<file path="src/hdl/nlrc_pkg.sv">
// Package of the node-list range counter: widths, character codes, status codes
// and the classified byte record passed from the front end to the back end.
`timescale 1ns / 1ps

package nlrc_pkg;

    // Default sizes of the running count and of a decoded range value.
    localparam int COUNT_BITS_DEF       = 32;
    localparam int RANGE_VALUE_BITS_DEF = 20;

    // Fixed field widths of the channels and of the configuration port.
    localparam int BYTE_BITS      = 8;
    localparam int OUT_TOTAL_BITS = 32;
    localparam int STATUS_BITS    = 3;
    localparam int CFG_INDEX_BITS = 1;
    localparam int CFG_DATA_BITS  = 8;

    // Configuration register indexes.
    localparam logic [CFG_INDEX_BITS-1:0] CFG_SEPARATOR  = 1'd0;
    localparam logic [CFG_INDEX_BITS-1:0] CFG_RANGE_MODE = 1'd1;

    // Configuration reset values.
    localparam logic [BYTE_BITS-1:0] SEPARATOR_RESET  = 8'h2C;
    localparam logic                 RANGE_MODE_RESET = 1'b1;

    // Characters with a fixed meaning.
    localparam logic [BYTE_BITS-1:0] CH_TERM  = 8'h00;
    localparam logic [BYTE_BITS-1:0] CH_COMMA = 8'h2C;
    localparam logic [BYTE_BITS-1:0] CH_OPEN  = 8'h5B;
    localparam logic [BYTE_BITS-1:0] CH_DASH  = 8'h2D;
    localparam logic [BYTE_BITS-1:0] CH_CLOSE = 8'h5D;
    localparam logic [BYTE_BITS-1:0] CH_ZERO  = 8'h30;
    localparam logic [BYTE_BITS-1:0] CH_NINE  = 8'h39;

    // Result status codes.
    localparam logic [STATUS_BITS-1:0] ST_OK       = 3'd0;
    localparam logic [STATUS_BITS-1:0] ST_ZERO     = 3'd1;
    localparam logic [STATUS_BITS-1:0] ST_NEGATIVE = 3'd2;
    localparam logic [STATUS_BITS-1:0] ST_EMPTY    = 3'd3;
    localparam logic [STATUS_BITS-1:0] ST_UNTERM   = 3'd4;

    // Depth of the queue between front end and back end.
    localparam int QUEUE_DEPTH = 2;

    // One byte after classification, with the mode it was taken under.
    typedef struct packed {
        logic       term;
        logic       delim;
        logic       open;
        logic       dash;
        logic       close;
        logic       digit;
        logic [3:0] digit_val;
        logic       rmode;
    } op_t;

endpackage

</file>
<file path="src/hdl/nlrc_if.sv">
// Stream interfaces of the node-list range counter: byte input and result output.
// Depends on nlrc_pkg for the field widths.
`timescale 1ns / 1ps

interface nlrc_in_if
    import nlrc_pkg::*;
();
    logic                 valid;
    logic                 ready;
    logic [BYTE_BITS-1:0] text_byte;

    modport source (output valid, output text_byte, input ready);
    modport sink   (input valid, input text_byte, output ready);
endinterface

interface nlrc_out_if
    import nlrc_pkg::*;
();
    logic                             valid;
    logic                             ready;
    logic signed [OUT_TOTAL_BITS-1:0] entry_total;
    logic        [STATUS_BITS-1:0]    status_code;

    modport source (output valid, output entry_total, output status_code, input ready);
    modport sink   (input valid, input entry_total, input status_code, output ready);
endinterface

</file>
<file path="src/hdl/node_list_range_counter.sv">
// Node-list range counter: counts the entries of a zero-terminated node-list string.
// Top level; depends on nlrc_pkg, the stream interfaces, front end, queue and back end.
//
// Usage:
//   in_ch carries one character per transfer in text_byte; a zero byte ends the string.
//   out_ch carries one result per string: entry_total (saturating signed count) and
//   status_code (ok, zero, negative, empty string, unterminated range).
//   cfg_we/cfg_index/cfg_data write separator_char (index 0) and range_mode
//   (index 1); write them only while no string is in flight.
// Throughput: one character per cycle while the queue has room; the scan update
//   in the back end is one multiply-by-ten add and one saturating add.
// Path: an accepted terminator passes through the queue, behind any bytes queued
//   ahead of it, and its result is registered in the output register for out_ch.
// Stall: a result waits in the output register until taken; characters keep
//   being accepted into the two-entry queue and the back end keeps scanning
//   them, halting only at the next terminator, so in_ch.ready drops once the
//   queue fills behind a waiting result.
// Reset: clears the scan state, the queue and the output slot; the separator
//   returns to ',' and range mode to on. No clearing pass is needed.
`timescale 1ns / 1ps

module node_list_range_counter
    import nlrc_pkg::*;
#(
    parameter int COUNT_BITS       = COUNT_BITS_DEF,
    parameter int RANGE_VALUE_BITS = RANGE_VALUE_BITS_DEF
)
(
    input  logic                      clk,
    input  logic                      rst_n,
    input  logic                      cfg_we,
    input  logic [CFG_INDEX_BITS-1:0] cfg_index,
    input  logic [CFG_DATA_BITS-1:0]  cfg_data,
    nlrc_in_if.sink                   in_ch,
    nlrc_out_if.source                out_ch
);

    logic q_full;
    logic q_push;
    logic q_pop;
    logic q_not_empty;
    op_t  q_in;
    op_t  q_head;

    // Classification and configuration.
    nlrc_front u_front (
        .clk       (clk),
        .rst_n     (rst_n),
        .cfg_we    (cfg_we),
        .cfg_index (cfg_index),
        .cfg_data  (cfg_data),
        .in_ch     (in_ch),
        .q_full    (q_full),
        .q_push    (q_push),
        .q_data    (q_in)
    );

    // Decoupling queue.
    nlrc_queue u_queue (
        .clk       (clk),
        .rst_n     (rst_n),
        .push      (q_push),
        .push_data (q_in),
        .pop       (q_pop),
        .full      (q_full),
        .not_empty (q_not_empty),
        .head      (q_head)
    );

    // Scan state and result register.
    nlrc_back #(
        .COUNT_BITS       (COUNT_BITS),
        .RANGE_VALUE_BITS (RANGE_VALUE_BITS)
    ) u_back (
        .clk     (clk),
        .rst_n   (rst_n),
        .q_valid (q_not_empty),
        .q_data  (q_head),
        .q_pop   (q_pop),
        .out_ch  (out_ch)
    );

endmodule

</file>
<file path="src/hdl/nlrc_front.sv">
// Front end: holds the configuration registers and classifies each input byte.
// Depends on nlrc_pkg and the input stream interface.
`timescale 1ns / 1ps

module nlrc_front
    import nlrc_pkg::*;
(
    input  logic                      clk,
    input  logic                      rst_n,
    input  logic                      cfg_we,
    input  logic [CFG_INDEX_BITS-1:0] cfg_index,
    input  logic [CFG_DATA_BITS-1:0]  cfg_data,
    nlrc_in_if.sink                   in_ch,
    input  logic                      q_full,
    output logic                      q_push,
    output op_t                       q_data
);

    logic [BYTE_BITS-1:0] separator_reg;
    logic                 range_mode_reg;
    logic [BYTE_BITS-1:0] delim_char;
    logic [BYTE_BITS-1:0] b;

    // Configuration registers.
    always_ff @(posedge clk or negedge rst_n)
    begin
        if (!rst_n)
        begin
            separator_reg  <= SEPARATOR_RESET;
            range_mode_reg <= RANGE_MODE_RESET;
        end
        else if (cfg_we)
        begin
            unique case (cfg_index)
                CFG_SEPARATOR:  separator_reg  <= cfg_data;
                CFG_RANGE_MODE: range_mode_reg <= cfg_data[0];
                default:        ;
            endcase
        end
    end

    // A transfer is taken whenever the queue has room.
    assign in_ch.ready = !q_full;
    assign q_push      = in_ch.valid && !q_full;

    // Classify the byte under the mode in force when it arrives.
    assign b          = in_ch.text_byte;
    assign delim_char = range_mode_reg ? CH_COMMA : separator_reg;

    always_comb
    begin
        q_data.term      = (b == CH_TERM);
        q_data.delim     = (b == delim_char);
        q_data.open      = range_mode_reg && (b == CH_OPEN);
        q_data.dash      = (b == CH_DASH);
        q_data.close     = (b == CH_CLOSE);
        q_data.digit     = (b >= CH_ZERO) && (b <= CH_NINE);
        q_data.digit_val = b[3:0];
        q_data.rmode     = range_mode_reg;
    end

endmodule

</file>
<file path="src/hdl/nlrc_queue.sv">
// Two-entry queue of classified bytes between the front end and the back end.
// Depends on nlrc_pkg for the record type and the depth.
`timescale 1ns / 1ps

module nlrc_queue
    import nlrc_pkg::*;
(
    input  logic clk,
    input  logic rst_n,
    input  logic push,
    input  op_t  push_data,
    input  logic pop,
    output logic full,
    output logic not_empty,
    output op_t  head
);

    localparam int PTR_BITS = (QUEUE_DEPTH > 1) ? $clog2(QUEUE_DEPTH) : 1;
    localparam int CNT_BITS = $clog2(QUEUE_DEPTH + 1);

    op_t                 mem_reg [QUEUE_DEPTH];
    logic [PTR_BITS-1:0] wr_ptr_reg;
    logic [PTR_BITS-1:0] rd_ptr_reg;
    logic [CNT_BITS-1:0] count_reg;
    logic                do_pop;

    assign full      = (count_reg == CNT_BITS'(QUEUE_DEPTH));
    assign not_empty = (count_reg != '0);
    assign head      = mem_reg[rd_ptr_reg];
    assign do_pop    = pop && not_empty;

    // Entry storage; payload needs no reset.
    always_ff @(posedge clk)
    begin
        if (push)
        begin
            mem_reg[wr_ptr_reg] <= push_data;
        end
    end

    // Pointers and fill count.
    always_ff @(posedge clk or negedge rst_n)
    begin
        if (!rst_n)
        begin
            wr_ptr_reg <= '0;
            rd_ptr_reg <= '0;
            count_reg  <= '0;
        end
        else
        begin
            if (push)
            begin
                wr_ptr_reg <= (wr_ptr_reg == PTR_BITS'(QUEUE_DEPTH - 1)) ?
                              '0 : wr_ptr_reg + 1'b1;
            end
            if (do_pop)
            begin
                rd_ptr_reg <= (rd_ptr_reg == PTR_BITS'(QUEUE_DEPTH - 1)) ?
                              '0 : rd_ptr_reg + 1'b1;
            end
            if (push && !do_pop)
            begin
                count_reg <= count_reg + 1'b1;
            end
            else if (!push && do_pop)
            begin
                count_reg <= count_reg - 1'b1;
            end
        end
    end

endmodule

</file>
<file path="src/hdl/nlrc_back.sv">
// Back end: runs the scan state over classified bytes and registers the result.
// Depends on nlrc_pkg and the output stream interface.
`timescale 1ns / 1ps

module nlrc_back
    import nlrc_pkg::*;
#(
    parameter int COUNT_BITS       = COUNT_BITS_DEF,
    parameter int RANGE_VALUE_BITS = RANGE_VALUE_BITS_DEF
)
(
    input  logic       clk,
    input  logic       rst_n,
    input  logic       q_valid,
    input  op_t        q_data,
    output logic       q_pop,
    nlrc_out_if.source out_ch
);

    localparam int RV = RANGE_VALUE_BITS;
    localparam int CB = COUNT_BITS;
    localparam int SW = ((CB > RV + 1) ? CB : RV + 1) + 1;
    localparam int EW = (CB > OUT_TOTAL_BITS) ? CB : OUT_TOTAL_BITS;

    localparam logic        [RV-1:0] ACC_LIM = {RV{1'b1}};
    localparam logic signed [SW-1:0] CMAX    = SW'((65'(1) << (CB - 1)) - 65'(1));
    localparam logic signed [SW-1:0] CMIN    = -CMAX - SW'(1);
    localparam logic signed [SW-1:0] ONE     = SW'(1);

    typedef enum logic [1:0] {PH_NORMAL, PH_FIRST, PH_LAST} phase_t;

    phase_t                  phase_reg, phase_next;
    logic                    after_sep_reg, after_sep_next;
    logic                    at_start_reg, at_start_next;
    logic signed [CB-1:0]    running_reg, running_next;
    logic        [RV-1:0]    start_reg, start_next;
    logic        [RV-1:0]    acc_reg, acc_next;
    logic                    stopped_reg, stopped_next;
    logic                    out_valid_reg, out_valid_next;
    logic signed [OUT_TOTAL_BITS-1:0] total_reg, total_next;
    logic        [STATUS_BITS-1:0]    status_reg, status_next;

    logic                    out_free;
    logic        [RV+4:0]    dig_sum;
    logic        [RV-1:0]    acc_digit;
    logic                    stop_digit;
    logic signed [RV:0]      delta;
    logic signed [CB-1:0]    final_total;
    logic signed [EW-1:0]    final_ext;

    // Signed add clamped to the bounds of the running count.
    function automatic logic signed [CB-1:0] sat_add(input logic signed [SW-1:0] a,
                                                     input logic signed [SW-1:0] d);
        logic signed [SW-1:0] s;
        s = a + d;
        if (s > CMAX)
        begin
            s = CMAX;
        end
        else if (s < CMIN)
        begin
            s = CMIN;
        end
        return s[CB-1:0];
    endfunction

    // A terminator waits only for a free output slot.
    assign out_free = !out_valid_reg || out_ch.ready;
    assign q_pop    = q_valid && (!q_data.term || out_free);

    // Next decimal digit folded into the accumulator, saturating.
    always_comb
    begin
        dig_sum    = (RV + 5)'((RV + 4)'(acc_reg) * 4'd10) + (RV + 5)'(q_data.digit_val);
        acc_digit  = acc_reg;
        stop_digit = stopped_reg;
        if (!stopped_reg)
        begin
            if (!q_data.digit)
            begin
                stop_digit = 1'b1;
            end
            else if (dig_sum > (RV + 5)'(ACC_LIM))
            begin
                acc_digit = ACC_LIM;
            end
            else
            begin
                acc_digit = dig_sum[RV-1:0];
            end
        end
    end

    // Range contribution and the closing count.
    assign delta       = $signed({1'b0, acc_reg}) - $signed({1'b0, start_reg});
    assign final_total = sat_add(SW'(running_reg), ONE);
    assign final_ext   = EW'(final_total);

    // Scan state update for one classified byte.
    always_comb
    begin
        phase_next     = phase_reg;
        after_sep_next = after_sep_reg;
        at_start_next  = at_start_reg;
        running_next   = running_reg;
        start_next     = start_reg;
        acc_next       = acc_reg;
        stopped_next   = stopped_reg;
        out_valid_next = out_valid_reg && !out_ch.ready;
        total_next     = total_reg;
        status_next    = status_reg;

        if (q_pop)
        begin
            if (q_data.term)
            begin
                out_valid_next = 1'b1;
                total_next     = '0;
                if (q_data.rmode && at_start_reg)
                begin
                    status_next = ST_EMPTY;
                end
                else if (phase_reg != PH_NORMAL)
                begin
                    status_next = ST_UNTERM;
                end
                else
                begin
                    total_next = final_ext[OUT_TOTAL_BITS-1:0];
                    if (final_total == '0)
                    begin
                        status_next = ST_ZERO;
                    end
                    else if (final_total > 0)
                    begin
                        status_next = ST_OK;
                    end
                    else
                    begin
                        status_next = ST_NEGATIVE;
                    end
                end
                phase_next     = PH_NORMAL;
                after_sep_next = 1'b0;
                at_start_next  = 1'b1;
                running_next   = '0;
                start_next     = '0;
                acc_next       = '0;
                stopped_next   = 1'b0;
            end
            else
            begin
                at_start_next = 1'b0;
                unique case (phase_reg)
                    PH_FIRST:
                    begin
                        if (q_data.dash)
                        begin
                            start_next   = acc_reg;
                            acc_next     = '0;
                            stopped_next = 1'b0;
                            phase_next   = PH_LAST;
                        end
                        else
                        begin
                            acc_next     = acc_digit;
                            stopped_next = stop_digit;
                        end
                    end
                    PH_LAST:
                    begin
                        if (q_data.close)
                        begin
                            running_next = sat_add(SW'(running_reg), SW'(delta));
                            phase_next   = PH_NORMAL;
                        end
                        else
                        begin
                            acc_next     = acc_digit;
                            stopped_next = stop_digit;
                        end
                    end
                    default:
                    begin
                        if (q_data.delim)
                        begin
                            if (!after_sep_reg)
                            begin
                                running_next = sat_add(SW'(running_reg), ONE);
                            end
                            after_sep_next = 1'b1;
                        end
                        else
                        begin
                            after_sep_next = 1'b0;
                            if (q_data.open)
                            begin
                                phase_next   = PH_FIRST;
                                acc_next     = '0;
                                stopped_next = 1'b0;
                            end
                        end
                    end
                endcase
            end
        end
    end

    // State and registered result.
    always_ff @(posedge clk or negedge rst_n)
    begin
        if (!rst_n)
        begin
            phase_reg     <= PH_NORMAL;
            after_sep_reg <= 1'b0;
            at_start_reg  <= 1'b1;
            running_reg   <= '0;
            start_reg     <= '0;
            acc_reg       <= '0;
            stopped_reg   <= 1'b0;
            out_valid_reg <= 1'b0;
            total_reg     <= '0;
            status_reg    <= ST_OK;
        end
        else
        begin
            phase_reg     <= phase_next;
            after_sep_reg <= after_sep_next;
            at_start_reg  <= at_start_next;
            running_reg   <= running_next;
            start_reg     <= start_next;
            acc_reg       <= acc_next;
            stopped_reg   <= stopped_next;
            out_valid_reg <= out_valid_next;
            total_reg     <= total_next;
            status_reg    <= status_next;
        end
    end

    assign out_ch.valid       = out_valid_reg;
    assign out_ch.entry_total = total_reg;
    assign out_ch.status_code = status_reg;

endmodule

</file>
<file path="src/flat_wrapper.sv">
// flat-port wrapper written by rule: the top's interface ports become plain ports
module node_list_range_counter_flat import nlrc_pkg::*;
#(
    parameter int COUNT_BITS       = COUNT_BITS_DEF,
    parameter int RANGE_VALUE_BITS = RANGE_VALUE_BITS_DEF
)
  (clk, rst_n, cfg_we, cfg_index, cfg_data, in_ch_valid, in_ch_text_byte, in_ch_ready, out_ch_valid, out_ch_entry_total, out_ch_status_code, out_ch_ready);
  nlrc_in_if in_ch_i ();
  nlrc_out_if out_ch_i ();
  input  logic clk;
  input  logic rst_n;
  input  logic cfg_we;
  input  logic [CFG_INDEX_BITS-1:0] cfg_index;
  input  logic [CFG_DATA_BITS-1:0] cfg_data;
  input wire logic [$bits(in_ch_i.valid)-1:0] in_ch_valid;
  input wire logic [$bits(in_ch_i.text_byte)-1:0] in_ch_text_byte;
  output wire logic [$bits(in_ch_i.ready)-1:0] in_ch_ready;
  output wire logic [$bits(out_ch_i.valid)-1:0] out_ch_valid;
  output wire logic [$bits(out_ch_i.entry_total)-1:0] out_ch_entry_total;
  output wire logic [$bits(out_ch_i.status_code)-1:0] out_ch_status_code;
  input wire logic [$bits(out_ch_i.ready)-1:0] out_ch_ready;
  assign in_ch_i.valid = in_ch_valid;
  assign in_ch_i.text_byte = in_ch_text_byte;
  assign in_ch_ready = in_ch_i.ready;
  assign out_ch_valid = out_ch_i.valid;
  assign out_ch_entry_total = out_ch_i.entry_total;
  assign out_ch_status_code = out_ch_i.status_code;
  assign out_ch_i.ready = out_ch_ready;
  node_list_range_counter #(.COUNT_BITS(COUNT_BITS), .RANGE_VALUE_BITS(RANGE_VALUE_BITS)) u_core (.clk(clk), .rst_n(rst_n), .cfg_we(cfg_we), .cfg_index(cfg_index), .cfg_data(cfg_data), .in_ch(in_ch_i), .out_ch(out_ch_i));
endmodule
</file>
<file path="config.mk">
export PLATFORM = sky130hd
export DESIGN_NAME = node_list_range_counter_flat
export DESIGN_NICKNAME = d
export VERILOG_FILES = /design/src/hdl/nlrc_pkg.sv /design/src/hdl/nlrc_if.sv /design/src/hdl/node_list_range_counter.sv /design/src/hdl/nlrc_front.sv /design/src/hdl/nlrc_queue.sv /design/src/hdl/nlrc_back.sv /design/src/flat_wrapper.sv
export SDC_FILE = /design/constraint.sdc
export NUM_CORES = 1
export LEC_CHECK = 0
export BUFFER_PORTS_ARGS = -buffer_cell sky130_fd_sc_hd__buf_2
export CORE_ASPECT_RATIO = 2
export CORE_MARGIN = 2
export CORE_UTILIZATION = 57
export CTS_BUF_LIST = sky130_fd_sc_hd__clkbuf_16
export DETAILED_ROUTE_END_ITERATION = 6
export PLACE_DENSITY = 0.79
export SYNTH_ARGS = -nofsm -noshare
export SYNTH_HDL_FRONTEND = slang
export SYNTH_HIERARCHICAL = 1
export SYNTH_SLANG_ARGS = --single-unit
</file>
<file path="constraint.sdc">
create_clock -name clk -period 5.2 [get_ports clk]
set_input_delay 0.78 -clock clk [delete_from_list [all_inputs] [get_ports clk]]
set_output_delay 0.78 -clock clk [all_outputs]
set_load 0.05 [all_outputs]
</file>
==> key figures <==
Floorplanning
  – # IOs: just under 60
  – Chip height: between 200 and 250 um
  – Initial core utilization: a little under 60%
  – Core area: around 21,000 sq um
  – Chip Width: ~110 um
  – Std-Cell Rows: 76
  – DIE AREA: 22,900 sq um

Timing
  – Crit share post-route: 104%
  – Worst setup margin: -0.224 ns
  – Max frequency: about 180 MHz
  – Relative slew slack: approximately 17%
  – Hold WS: between 0.3 and 0.4 ns
  – RSZ-0062 raised after global routing: true
  – Final setup viols: 31
  – Tightest Pin Transition: between 1 and 1.5 ns
  – Final Max Slew Viols: 0
  – Min Tclk post-route: around 5.4 ns
  – Final Skew: between 0.01 and 0.015 ns
  – Final Hold Vio Count: 0

Critical path
  – CP cell instances: ha_4, fa_2, nor2b_2, o21a_1, o21ai_2, a2111oi_4, o41ai_2, a21boi_1, o21a_1, o21a_1, nor2_1, xnor2_1, ha_1, a21oi_2, o21bai_1, a221o_1, a221o_1, a21oi_4, buf_6, o211ai_4, a311o_1, o31a_2, o211ai_1, a32o_1
  – Critical Path Fanout Max: 12
  – Reg2reg path depth: 24
  – Critical Path AT: between 5 and 6 ns
  – Worst endpoint required time: about 5.6 ns
  – CP endpoint kind: flip-flop
  – Setup CP Type: reg2reg
  – Critical Path Start Type: flip-flop
  – Most common cell on crit path: o21a_1
  – Critical Path Max Stage Delay: 0.44 ns
  – Slowest cell on the critical path: a2111oi_4

Placement
  – Post-DP HPWL: approximately 30 mm
  – Routability cong.: approximately 1
  – Setup WS pre-CTS: -0.277 ns
  – PortBufs: 58

Finish
  – Layout cells sized above 1: between 10% and 20%
  – P&R area growth vs syn: 14.6%
  – # diodes: 0
  – Final net count: roughly 1.7k

Routing
  – Routed wire per std cell: a little over 20 um
  – Overall routed net length: 37.4 mm
  – DRT Pass-1 Iters: 5
  – DRC: 0
  – DRT iter0 DRCs: 589
  – Vias post-DR: about 12k
  – Post-DRT Antenna Nets: 0
  – DR vias/cell: between 6 and 7

Clocking
  – Max clock buf depth: 2
  – Worst-Skew Late Latency: around 0.45 ns
  – CTS sink cnt: 148
  – Hold-fix buffers, CTS: 0
  – Clock root cell: clkbuf_16
  – H-tree depth: 4
  – CTS tree: done
  – Worst-path clk slew: 0.07 ns
  – Num CTS Buffers: 17

Power and ir drop
  – Power, Total: ~0.010 W
  – Max IR drop VDD: 0.000381 V
  – Pwr/cell area: 735 nW/um^2
  – LEAKAGE: approximately 6.3 nW

GRT
  – GRT overflow: 0
  – Tot GR Track Use: between 30% and 40%
  – Largest net degree at the start of global routing: between 50 and 60
  – Vias in the first global route: around 12k
  – First-pass GRT wire length: 58.9 mm
  – Initial antenna violation count: 0

Outcome
  – Failing checks: setup timing
  – Outcome: complete, but fails checks

Synth
  – Post-synth EDFFs: 22
  – Synth unique cells: between 90 and 100
  – Register bit count reported by yosys: between 100 and 150
  – FFs w/ async S/R, synth: 85.1%
  – Synth warnings: 6
  – Mean Syn Cell Area: roughly 8.4 sq um
  – Predominant post-synthesis flop cell: dfrtp_1
  – Sequential-to-total area share from yosys stat: 31.0%
  – Post-Syn Area: ~12,000 sq um
  – Mapped Cells: between 1k and 1.5k
  – Synthesized Nets: about 1.6k

Min path
  – Hold/Removal Path Class: in2async

Job
  – Max-Cap Viols: 0
==> area by class of cell <==
class / instances / area (sq um)
clock buffers: 17 / 425
clock inverters: 15 / 205
fillers: 1806 / 7260
inverters: 59 / 221
multi-input cells: 1186 / 8100
flip-flops and latches: 148 / 3820
well taps: 273 / 342
repair buffers: 152 / 1020
==> metrics by stage <==
stage / cell area [sq um] / util, % / instances / TNS, ns
4_1_cts: 14000 / 65.6 / 1845 / -2.60
3_3_place_gp: 13300 / 62.3 / 1806 / -2.94
6_report: 14100 / 66.1 / 1850 / -4.15
3_5_place_dp: 13300 / 62.3 / 1806 / -6.83
5_1_grt: 14100 / 66.1 / 1850 / -11.72
2_1_floorplan: 12400 / - / 1466 / -0.0729
==> synth_stat cells (7+ instances only) <==
cell         n  area, sq um
a221o_1      7         70.1
a31oi_1     13         81.3
and3_1      12         75.1
nor3_1      34          170
ha_1        99         1240
clkbuf_1    44          165
buf_2       15         75.1
a22o_1       7         61.3
o211ai_1    21          158
mux2_2      22          248
nor2_1     131          492
dfrtp_1    121         3030
a21o_1      22          165
o21ai_0    107          536
nor2b_1     22          138
nand2_1    175          657
nor4_1      11         68.8
nand3b_1     7         52.6
nand2b_1    16          100
xnor2_1     68          596
and2_1       9         56.3
or3_1       10         62.6
a2111oi_0    7         61.3
o21a_1      13         97.6
o31ai_1     12         90.1
edfxtp_1    22          661
xor2_1      37          324
a211oi_1    34          255
nand3_1     33          165
buf_4       11         82.6
o31a_1       7         61.3
a21oi_1     90          450
nand4_1     27          169
inv_1       59          221
o22ai_1     11         68.8
and4_1       7         61.3
==> cells in the final DEF, fill, tap and decap left out, drive strengths merged, types with 34 or more instances in the layout <==
cell type,n
nand2,177
nor3,34
a21oi,91
xor2,37
a211oi,36
nand3,35
nor2,132
xnor2,68
inv,68
o21ai,110
ha,99
buf,152
dfrtp,121
==> where the power goes <==
part / internal, W / total [W] / leakage (nW) / switching, W
Clock: 0.000738 / 0.00131 / 0.305 / 0.000570
Sequential: 0.00151 / 0.00195 / 1.90 / 0.000446
Combinational: 0.00284 / 0.00713 / 4.07 / 0.00429
==> final timing paths <==
check / from / to / slack [ns]
max: u_core/u_back/start_reg[0]$_DFFE_PN0P_ / u_core/u_back/running_reg[16]$_DFFE_PN0P_ / -0.22
min: rst_n / u_core/u_queue/wr_ptr_reg$_DFFE_PN0P_ / 0.30
max reg2reg: u_core/u_back/start_reg[0]$_DFFE_PN0P_ / u_core/u_back/running_reg[16]$_DFFE_PN0P_ / -0.22
min reg2reg: u_core/u_back/out_ch.entry_total[25]$_DFFE_PN0P_ / u_core/u_back/out_ch.entry_total[25]$_DFFE_PN0P_ / 0.47
max in group asynchronous: rst_n / u_core/u_back/start_reg[19]$_DFFE_PN0P_ / 3.85
min in group clk: u_core/u_back/out_ch.entry_total[25]$_DFFE_PN0P_ / u_core/u_back/out_ch.entry_total[25]$_DFFE_PN0P_ / 0.47
==> what timing repair did <==
action | CTS | global route
pin swaps | 21 | 12
setup buffers | 7 | 5
gates resized for setup | 12 | 14
endpoints found under the setup margin | 31 | 32
==> per-layer routing <==
layer | up-vias | global-route usage (%) | part of all wire [%]
li1 | 5559 | - | -
met3 | 166 | 5.03 | 3.7
met5 | - | 0 | 0
met2 | 351 | 63.2 | 54
met1 | 5507 | 29.4 | 33
met4 | 0 | 28.4 | 9.1
==> critical path: cells and delay by family, from the launching register on <==
family                     cells  cell delay, ns
AOI/OAI and AO/OA             17            3.68
adders and majority gates      3            0.85
DFF                            1            0.41
and+or+nand+nor                2            0.17
xor gates and xnor gates       1            0.13
buffers and inverters          1            0.12
==> logic make-up after synthesis <==
family	count (synthesis)	synth area share [%]
xor gates and xnor gates	105	7.45
and+or+nand+nor	534	21.2
adders and majority gates	103	10.7
AOI/OAI and AO/OA	417	22.6
buffers and inverters	132	4.63
muxes	27	2.44
DFF	148	31.0
No activity file was read; power rests on OpenSTA's default activity.
